### src/rtl/wmbh_pkg.sv
// ============================================================================
// wmbh_pkg
// Shared types and constants for the word mix buffer hash unit.
// ============================================================================
package wmbh_pkg;

    // Seed of the running value, restored after every message
    localparam logic [63:0] MIX_SEED = 64'd123456789;

    // Most tail bytes one final item can carry
    localparam logic [3:0] TAIL_MAX = 4'd8;

    // Number of unit operations in each phase
    localparam int FOLD_STEPS = 7;
    localparam int MIX_STEPS  = 3;
    localparam int FIN_STEPS  = 3;

    // Operations of the shared add/xor-shift unit
    typedef enum logic [3:0] {
        OP_ADD_WORD,
        OP_ADD_SHL32,
        OP_ADD_SHR32,
        OP_ADD_SHL10,
        OP_XOR_SHR6,
        OP_XOR_SHL48,
        OP_XOR_SEED,
        OP_ADD_BYTE,
        OP_ADD_SHL3,
        OP_XOR_SHR11,
        OP_ADD_SHL15
    } op_t;

    // Control handed from the sequencer to the shared unit
    typedef struct packed {
        op_t  op;
        logic narrow;
    } alu_ctrl_t;

endpackage

### src/rtl/wmbh_alu.sv
// ============================================================================
// wmbh_alu
// Shared add/xor-shift unit: one operation on the running value per cycle.
// ============================================================================
module wmbh_alu
    import wmbh_pkg::*;
(
    input  alu_ctrl_t   ctrl,
    input  logic [63:0] acc,
    input  logic [63:0] word,
    input  logic [7:0]  tail_byte,
    output logic [63:0] result
);

    logic [63:0] opnd;
    logic        use_xor;
    logic [63:0] raw;

    // Pick the second operand and the combining operation
    always_comb
    begin
        opnd    = '0;
        use_xor = 1'b0;
        case (ctrl.op)
            OP_ADD_WORD:  opnd = word;
            OP_ADD_SHL32: opnd = acc << 32;
            OP_ADD_SHR32: opnd = acc >> 32;
            OP_ADD_SHL10: opnd = acc << 10;
            OP_XOR_SHR6:
            begin
                opnd    = acc >> 6;
                use_xor = 1'b1;
            end
            OP_XOR_SHL48:
            begin
                opnd    = acc << 48;
                use_xor = 1'b1;
            end
            OP_XOR_SEED:
            begin
                opnd    = MIX_SEED;
                use_xor = 1'b1;
            end
            // byte is a signed char widened to 32 bits
            OP_ADD_BYTE:  opnd = {32'd0, {24{tail_byte[7]}}, tail_byte};
            OP_ADD_SHL3:  opnd = acc << 3;
            OP_XOR_SHR11:
            begin
                opnd    = acc >> 11;
                use_xor = 1'b1;
            end
            OP_ADD_SHL15: opnd = acc << 15;
            default:      opnd = '0;
        endcase
    end

    assign raw = use_xor ? (acc ^ opnd) : (acc + opnd);

    // Keep 32-bit arithmetic clean for the next right shift
    assign result = ctrl.narrow ? {32'd0, raw[31:0]} : raw;

endmodule

### src/rtl/word_mix_buffer_hash_unit.sv
// ============================================================================
// word_mix_buffer_hash_unit
// Message hash over 64-bit words with a byte-wise tail and 32-bit result.
// ============================================================================
//
// Channel | Direction | Handshake          | Payload
// --------+-----------+--------------------+--------------------------------
// in      | input     | in_valid/in_stall  | data_word, byte_count, final_item
// out     | output    | out_valid/out_stall| hash_value
//
// A full word is accepted and then folded by seven add/xor-shift steps in
// the shared unit. A final item with n tail bytes (n saturated to 8) is
// accepted, then takes three unit steps per byte, three finalize steps,
// and a load of the output register once that register is free.
// Reset returns the running value to the seed and drops any pending result.
// An input item is taken while a finished hash still waits on out_stall;
// the next hash holds in the sequencer until the output register is free.
module word_mix_buffer_hash_unit
    import wmbh_pkg::*;
(
    input  logic        clk,
    input  logic        rst_n,
    input  logic        in_valid,
    output logic        in_stall,
    input  logic [63:0] data_word,
    input  logic [3:0]  byte_count,
    input  logic        final_item,
    output logic        out_valid,
    input  logic        out_stall,
    output logic [31:0] hash_value
);

    typedef enum logic [2:0] {
        S_IDLE,
        S_FOLD,
        S_MIX,
        S_FIN,
        S_EMIT
    } state_t;

    localparam logic [2:0] FOLD_LAST = 3'(FOLD_STEPS - 1);
    localparam logic [2:0] MIX_LAST  = 3'(MIX_STEPS - 1);
    localparam logic [2:0] FIN_LAST  = 3'(FIN_STEPS - 1);

    state_t      state_reg;
    logic [2:0]  step_reg;
    logic [3:0]  idx_reg;
    logic [3:0]  cnt_reg;
    logic [63:0] acc_reg;
    logic [63:0] word_reg;
    logic        out_valid_reg;
    logic [31:0] hash_reg;

    alu_ctrl_t   ctrl;
    logic [63:0] alu_result;
    logic [7:0]  tail_byte;
    logic [3:0]  cnt_next;
    logic        in_take;
    logic        out_free;

    assign in_stall   = (state_reg != S_IDLE);
    assign in_take    = in_valid && !in_stall;
    assign out_valid  = out_valid_reg;
    assign hash_value = hash_reg;
    assign out_free   = !out_valid_reg || !out_stall;

    // Saturate the tail length at eight bytes
    assign cnt_next = (byte_count > TAIL_MAX) ? TAIL_MAX : byte_count;

    // Select the current tail byte, lowest first
    assign tail_byte = word_reg[{idx_reg[2:0], 3'b000} +: 8];

    // Decode the unit operation from phase and step
    always_comb
    begin
        ctrl.narrow = (state_reg == S_MIX) || (state_reg == S_FIN);
        ctrl.op     = OP_XOR_SEED;
        case (state_reg)
            S_FOLD:
            begin
                case (step_reg)
                    3'd0:    ctrl.op = OP_ADD_WORD;
                    3'd1:    ctrl.op = OP_ADD_SHL32;
                    3'd2:    ctrl.op = OP_ADD_SHR32;
                    3'd3:    ctrl.op = OP_ADD_SHL10;
                    3'd4:    ctrl.op = OP_XOR_SHR6;
                    3'd5:    ctrl.op = OP_XOR_SHL48;
                    default: ctrl.op = OP_XOR_SEED;
                endcase
            end
            S_MIX:
            begin
                case (step_reg)
                    3'd0:    ctrl.op = OP_ADD_BYTE;
                    3'd1:    ctrl.op = OP_ADD_SHL10;
                    default: ctrl.op = OP_XOR_SHR6;
                endcase
            end
            S_FIN:
            begin
                case (step_reg)
                    3'd0:    ctrl.op = OP_ADD_SHL3;
                    3'd1:    ctrl.op = OP_XOR_SHR11;
                    default: ctrl.op = OP_ADD_SHL15;
                endcase
            end
            default: ctrl.op = OP_XOR_SEED;
        endcase
    end

    wmbh_alu u_alu (
        .ctrl      (ctrl),
        .acc       (acc_reg),
        .word      (word_reg),
        .tail_byte (tail_byte),
        .result    (alu_result)
    );

    // Sequence the shared unit and hold the output register
    always_ff @(posedge clk or negedge rst_n)
    begin
        if (!rst_n)
        begin
            state_reg     <= S_IDLE;
            step_reg      <= '0;
            idx_reg       <= '0;
            cnt_reg       <= '0;
            acc_reg       <= MIX_SEED;
            word_reg      <= '0;
            hash_reg      <= '0;
            out_valid_reg <= 1'b0;
        end
        else
        begin
            // load a new result, or drop the old one once it is taken
            if (state_reg == S_EMIT && out_free)
            begin
                out_valid_reg <= 1'b1;
            end
            else if (out_valid_reg && !out_stall)
            begin
                out_valid_reg <= 1'b0;
            end

            case (state_reg)
                S_IDLE:
                begin
                    if (in_take)
                    begin
                        word_reg <= data_word;
                        step_reg <= '0;
                        idx_reg  <= '0;
                        cnt_reg  <= cnt_next;
                        if (final_item)
                        begin
                            acc_reg   <= {32'd0, acc_reg[31:0]};
                            state_reg <= (cnt_next == 4'd0) ? S_FIN : S_MIX;
                        end
                        else
                        begin
                            state_reg <= S_FOLD;
                        end
                    end
                end
                S_FOLD:
                begin
                    acc_reg  <= alu_result;
                    step_reg <= step_reg + 3'd1;
                    if (step_reg == FOLD_LAST)
                    begin
                        state_reg <= S_IDLE;
                    end
                end
                S_MIX:
                begin
                    acc_reg <= alu_result;
                    if (step_reg == MIX_LAST)
                    begin
                        step_reg <= '0;
                        idx_reg  <= idx_reg + 4'd1;
                        if (idx_reg + 4'd1 == cnt_reg)
                        begin
                            state_reg <= S_FIN;
                        end
                    end
                    else
                    begin
                        step_reg <= step_reg + 3'd1;
                    end
                end
                S_FIN:
                begin
                    acc_reg  <= alu_result;
                    step_reg <= step_reg + 3'd1;
                    if (step_reg == FIN_LAST)
                    begin
                        state_reg <= S_EMIT;
                    end
                end
                S_EMIT:
                begin
                    // hold until the output register is free
                    if (out_free)
                    begin
                        hash_reg  <= acc_reg[31:0];
                        acc_reg   <= MIX_SEED;
                        state_reg <= S_IDLE;
                    end
                end
                default:
                begin
                    state_reg <= S_IDLE;
                end
            endcase
        end
    end

    // An accepted item always keeps the block busy for the next cycle
    a_busy_after_take: assert property (@(posedge clk) disable iff (!rst_n)
        in_take |=> in_stall)
        else $error("block not busy after taking an item");

    // A new result comes only from the emit step
    a_out_from_emit: assert property (@(posedge clk) disable iff (!rst_n)
        $rose(out_valid) |-> $past(state_reg == S_EMIT))
        else $error("result raised outside emit");

    // Tail position stays inside the tail while mixing
    a_idx_in_tail: assert property (@(posedge clk) disable iff (!rst_n)
        (state_reg == S_MIX) |-> (idx_reg < cnt_reg && cnt_reg <= TAIL_MAX))
        else $error("tail byte index out of range");

    // Emitting a hash restores the seed
    a_seed_after_emit: assert property (@(posedge clk) disable iff (!rst_n)
        (state_reg == S_EMIT && out_free) |=> (acc_reg == MIX_SEED))
        else $error("running value not reseeded");

endmodule
### config.mk
export PLATFORM = sky130hd
export DESIGN_NAME = word_mix_buffer_hash_unit
export DESIGN_NICKNAME = d
export VERILOG_FILES = /design/src/rtl/wmbh_pkg.sv /design/src/rtl/wmbh_alu.sv /design/src/rtl/word_mix_buffer_hash_unit.sv
export SDC_FILE = /design/constraint.sdc
export NUM_CORES = 1
export LEC_CHECK = 0
export ABC_AREA = 1
export BUFFER_PORTS_ARGS = -buffer_cell sky130_fd_sc_hd__buf_2
export CORE_MARGIN = 5
export CORE_UTILIZATION = 35
export CTS_CLUSTER_DIAMETER = 80
export DETAILED_ROUTE_END_ITERATION = 6
export PLACE_DENSITY = 0.58
export RECOVER_POWER = 25
export SYNTH_ARGS = -nofsm -noshare
export SYNTH_HDL_FRONTEND = slang
export SYNTH_SLANG_ARGS = --single-unit
### constraint.sdc
create_clock -name clk -period 4.8 [get_ports clk]
set_clock_uncertainty 0.1 [all_clocks]
set_input_delay 0.72 -clock clk [delete_from_list [all_inputs] [get_ports clk]]
set_output_delay 0.72 -clock clk [all_outputs]
set_load 0.02 [all_outputs]
[Word level (Yosys, flattened, before mapping)]
Index checks and enable logic that the tools add are counted.
Storage, ports and cells
  register bits: 175
  input port bits: 73
  output and inout port bits: 34
  logic and storage cells: 102
Operators by class
  $add $sub $neg: 3
  $lt $le $gt $ge: 1
  equality and inequality tests: 28
  shift-type cells: 1
  mux-type cells: 30
  bitwise gates (word level): 2
  reduce and logical (&&, ||, !) cells: 28
Operators by type and width (number)
  case mux 64 bit (11 select lines): 1
  2-to-1 mux 64 bit: 5
  case mux 64 bit (3 select lines): 1
  adder 64 bit: 1
  variable part select 64 x 7 -> 8 bit: 1
  XOR 64 bit: 1
  2-to-1 mux 3 bit: 8
  case mux 3 bit (6 select lines): 1
  equality test 4 x 3 -> 1 bit, second input constant: 4
  case mux 3 bit (5 select lines): 1
  equality test 3 x 2 -> 1 bit, second input constant: 4
  equality test 3 bit, second input constant: 4
  equality test 4 bit, second input constant: 3
  2-to-1 mux 4 bit: 3
  case mux 4 bit (3 select lines): 1
  case mux 3 bit (3 select lines): 1
  nonzero test 3 bit: 3
  equality test 4 x 2 -> 1 bit, second input constant: 2
  logical NOT 4 bit: 2
  != test 2 bit, second input constant: 4
  case mux 4 bit (2 select lines): 1
  equality test 3 x 1 -> 1 bit, second input constant: 2
  logical NOT 3 bit: 2
  != test 2 x 1 -> 1 bit, second input constant: 3
  21 further kinds: 34

[Longest topological paths before layout]
  depth after elaboration: 9
  gate-level depth with buffers: 31

[Modules after synthesis]
A second synthesis with hierarchy kept.
Unflattened totals
  cells, all modules: 2675
  area, all modules: 16175.5 um^2
Modules (own cells, without submodules)
  wmbh_alu: instances 1, cells an instance 1765, area each 8550.7 um^2
  word_mix_buffer_hash_unit: instances 1, cells an instance 910, area each 7624.8 um^2

[Worst setup path after synthesis]
No wires, ideal clock.
  path kind: reg2reg
  from: reg step_reg[0]
  to: reg acc_reg[44]
  setup time: 0.126 ns
  arrival time: 3.687 ns
  path slack: 0.887 ns
  stages on the path, launching flop included: 26
  buffers on the path: 1
  period minus slack after synthesis: 3.913 ns
  cells stage by stage: dfrtp_1 > ha_1 > ha_1 > inv_1 > nand2_1 > o21ai_1 > nand4_1 > nor2_1 > nand2_1 > inv_2 > clkbuf_1 > a21oi_1 > o2111ai_1 > ha_1 > inv_1 > fa_1 > o21ai_0 > nand3_1 > nand2_1 > nand2_1 > nand3_1 > nand2_1 > o21ai_0 > nand2_1 > nand2_1 > o21ai_0
On the way
  word-level cells in the longest chain between the ends: 9
  elaborated cells on any way between the ends: 29
  those cells by class: 1 x add/sub; 15 x eq/ne; 9 x mux; 1 x bitwise; 3 x reduce/logical
RTL lines
  start, declared: RTL line word_mix_buffer_hash_unit.sv:46  | logic [2:0] step_reg;
  start signal, assigned: RTL line word_mix_buffer_hash_unit.sv:168  | step_reg <= step_reg + 3'd1;
  start signal, assigned: RTL line word_mix_buffer_hash_unit.sv:188  | step_reg <= step_reg + 3'd1;
  start signal, assigned: RTL line word_mix_buffer_hash_unit.sv:194  | step_reg <= step_reg + 3'd1;
  equality test 3 bit, or another cell as far along: RTL line word_mix_buffer_hash_unit.sv:81  | case (step_reg)
  case mux 3 bit (6 select lines), or another cell as far along: RTL line word_mix_buffer_hash_unit.sv:81
  case mux 4 bit (3 select lines) (*): RTL line word_mix_buffer_hash_unit.sv:78  | case (state_reg)
  equality test 4 bit, or another cell as far along: RTL line wmbh_alu.sv:24  | case (ctrl.op)
  case mux 64 bit (11 select lines) / OR reduction 4 bit (equally long branches)
  adder 64 bit, or another cell as far along: RTL line wmbh_alu.sv:57  | assign raw = use_xor ? (acc ^ opnd) : (acc + opnd);
  2-to-1 mux 64 bit (*): RTL line wmbh_alu.sv:57
  2-to-1 mux 64 bit (*): RTL line wmbh_alu.sv:60  | assign result = ctrl.narrow ? {32'd0, raw[31:0]} : raw;
  case mux 64 bit (3 select lines) (*): RTL line word_mix_buffer_hash_unit.sv:145  | case (state_reg)
  end signal, assigned: RTL line word_mix_buffer_hash_unit.sv:156  | acc_reg <= {32'd0, acc_reg[31:0]};
  end signal, assigned: RTL line word_mix_buffer_hash_unit.sv:167  | acc_reg <= alu_result;
  end signal, assigned: RTL line word_mix_buffer_hash_unit.sv:176  | acc_reg <= alu_result;
  end, declared: RTL line word_mix_buffer_hash_unit.sv:49  | logic [63:0] acc_reg;
Mark *: on every way between the ends. The rest lies on a longest branch, timed or not.
A chain may end at the register's enable or synchronous reset.

[Final worst setup path]
  from: reg step_reg[0]
  to: reg acc_reg[29]
The elaborated chain is that of the path after synthesis.

==> flow_metrics.py <==
metrics = {
    "run_status": {
        "status": "finished with violations",
        "violations": "max-capacitance violations, max-slew violations",
    },
    "setup_path": {
        "worstSetupPathType": "flop to flop",
        "cp.arrival_ns": 4.90,
        "worstSetupEndpointType": "flop",
        "crit_required_ns": 5.05,
        "cp_max_fo": 22,
        "start_kind": "flop",
    },
    "sta": {
        "drv_slew": 49,
        "min_period_ns": 4.65,
        "hold_violations": 0,
        "slew_headroom": -1.05,
        "rsz0062_at_grt": "yes",
        "worstMarginPinSlew_ns": 3.07,
        "finalSetupViolCount": 0,
        "min_period_over_period": 0.970,
        "fmax_mhz": 215,
    },
    "global_route": {
        "grt_pass1_wl_um": 116000,
        "grt_antenna_before_repair": 1,
        "gr-total-overflow": 0,
        "grt_max_degree": 97,
        "grt_pass1_vias": 16600,
        "grt_use_total": 0.338,
    },
    "synth": {
        "syn-cell-area_sq_um": 14800,
        "yosys_warnings": 0,
        "synth_compound_area_frac": 0.271,
        "synthesis.nets": 2459,
        "synthSimpleGateAreaFrac": 0.266,
        "synth_ff_type": "dfrtp_1",
        "syn_avg_cell_area_sq_um": 6.37,
        "synth_xor_area_frac": 0.00237,
        "synth_top_family_by_area": "compound AO/OA/AOI/OAI gates",
        "ys_seq_elements": 175,
        "async_reset_ff_frac": 1.00,
        "netlist_instances": 2316,
        "synth.area.mux_share": 0,
        "synth_cell_types": 52,
        "synth_edf_count": 0,
        "synthAdderAreaFrac": 0.0598,
        "synth_seq_area_share": 0.298,
    },
    "layout": {
        "post-route-cell-area_sq_um": 17800,
        "final_cells": 3032,
        "final_cell_mix": "650 x nand2_1, 290 x inv_1, 213 x a21oi_1",
        "drive_above_1_share": 0.155,
        "nets": 2622,
        "fillers": 4488,
        "fin_util": 0.425,
        "areaGrowthSynthToFinish_pct": 20.3,
        "final_common_cell": "nand2_1",
    },
    "place": {
        "hpwl_um": 64100,
        "dpl-instance-area_sq_um": 16700,
        "gp_congestion": 1.02,
        "place_inst": 2984,
        "port_buffers": 106,
    },
    "cts": {
        "cts-root-buf": "clkbuf_16",
        "clkSinkCount": 175,
        "cts_buffer_depth": 2,
        "clk_latency_ns": 0.51,
        "path_clk_slew_ns": 0.08,
        "htree_levels": 4,
        "cts_inserted_buffers": 17,
        "cts_tree": "done",
        "cts_hold_buf": 0,
    },
    "detailed_routing": {
        "ant_nets": 0,
        "via_per_inst": 5.86,
        "wl_um": 80800,
        "post_drt_wl_per_cell_um": 26.6,
        "drt-pass1-iter-count": 7,
        "drcViolationCount": 0,
        "drt_iter0_markers": 2166,
        "vias": 17800,
    },
    "floorplanning": {
        "ioPinCount": 107,
        "core_area_sq_um": 41900,
        "die_area_sq_um": 46400,
        "std_cell_rows": 75,
        "start_util": 0.353,
        "die_y_um": 215,
        "die_x_um": 215,
    },
    "run": {
        "maxCapViolCount": 1,
    },
    "hold_path": {
        "hold_path.class": "primary input to flop",
    },
}
==> through the flow <==
step,hold WS [ns],TNS (ns),setup WS [ns]
2_1_floorplan,0.324,0,0.887
3_3_place_gp,0.363,-0.00818,-0.00818
3_5_place_dp,0.368,0,0.0732
4_1_cts,0.0473,0,0.0562
5_1_grt,0.305,-0.185,-0.0748
6_report,0.310,0,0.146
==> final timing paths <==
kind                                       startpoint                          to  slack (ns)  cells after the start
max                           step_reg[0]$_DFFE_PN0P_     acc_reg[29]$_DFFE_PN0P_        0.15                     23
min                                     data_word[44]    word_reg[44]$_DFFE_PN0P_        0.31                      3
max reg2reg                   step_reg[0]$_DFFE_PN0P_     acc_reg[29]$_DFFE_PN0P_        0.15                     23
min reg2reg                hash_value[29]$_DFFE_PN0P_  hash_value[29]$_DFFE_PN0P_        0.38                      2
max in group asynchronous                       rst_n  hash_value[14]$_DFFE_PN0P_        0.70                      2
min in group asynchronous                       rst_n    state_reg[0]$_DFFE_PN0P_        1.10                      1
==> area by class of cell <==
type,instances,area [sq um],area share
inverters,301,1130,0.0637
repair buffers,234,1720,0.0969
diodes,1,2.50,0.000141
well taps,539,674,0.0380
flip-flops and latches,175,4400,0.248
clock buffers,19,453,0.0255
clock inverters,13,146,0.00824
multi-input cells,1750,9240,0.520
==> timing repair <==
| action | 4_1_cts | 5_1_grt |
|---|---|---|
| gates resized for setup | 0 | 109 |
| setup buffers | 0 | 13 |
| endpoints found under the setup margin | 0 | 41 |
==> logic make-up after synthesis <==
kind of cell,count (synthesis)
buf+inv,391
simple gates,987
xor+xnor,4
flops,175
fa+ha+maj,70
compound gates,689
==> routing by layer <==
layer | global-route usage | up-vias | routed length [um]
met5 | 0 | - | 0
met4 | 0.162 | 0 | 4170
met3 | 0.0734 | 209 | 6810
met2 | 0.510 | 880 | 34600
met1 | 0.462 | 8524 | 35200
li1 | - | 8151 | -
==> synth_stat cells (2+ instances only) <==
master     number  area, sq um
a211oi_1        6         45.0
a21boi_0        2         15.0
a21o_1          9         67.6
a21oi_1       238         1190
a221oi_1        5         43.8
a22o_1          2         17.5
a22oi_1        15          113
a2bb2oi_1       2         17.5
a31oi_1         3         18.8
buf_1           4         15.0
buf_2          25          125
buf_4           3         22.5
clkbuf_1       58          218
clkinv_1        3         11.3
dfrtp_1       159         3980
dfstp_2        16          420
ha_1           69          863
inv_1         291         1090
inv_2           7         26.3
nand2_1       657         2470
nand2_2         3         18.8
nand3_1       100          500
nand4_1         6         37.5
nor2_1        182          683
nor2_2          3         18.8
nor3_1         22          110
nor4_1          4         25.0
o2111ai_1      35          307
o211ai_1       22          165
o21a_1          5         37.5
o21ai_0       187          936
o21ai_1        12         60.1
o21bai_1       18          135
o22ai_1       119          744
or2_0           2         12.5
or2_2           4         25.0
xnor2_1         2         17.5
xor2_1          2         17.5
==> worst max-delay path, cell delays in order (launching register included) <==
cell and delay [ns]:
dfrtp_1 0.41, inv_1 0.09, ha_1 0.24, o21ai_1 0.19, nand2_1 0.13, nand4_1 0.11, buf_4 0.15, nor2_2 0.07
nand2_2 0.17, clkbuf_16 0.25, o22ai_1 0.09, a21oi_1 0.22, o2111ai_1 0.29, ha_1 0.46, nand2_1 0.11, buf_4 0.15
nor4_1 0.19, buf_4 0.18, nand3_1 0.07, nand2_1 0.22, nand2_1 0.18, buf_4 0.18, o21ai_0 0.15, o22ai_1 0.09
Power is left out: the tool's default activity adds up to more than one toggle a clock period on the data nets, which glitch-free logic cannot reach.
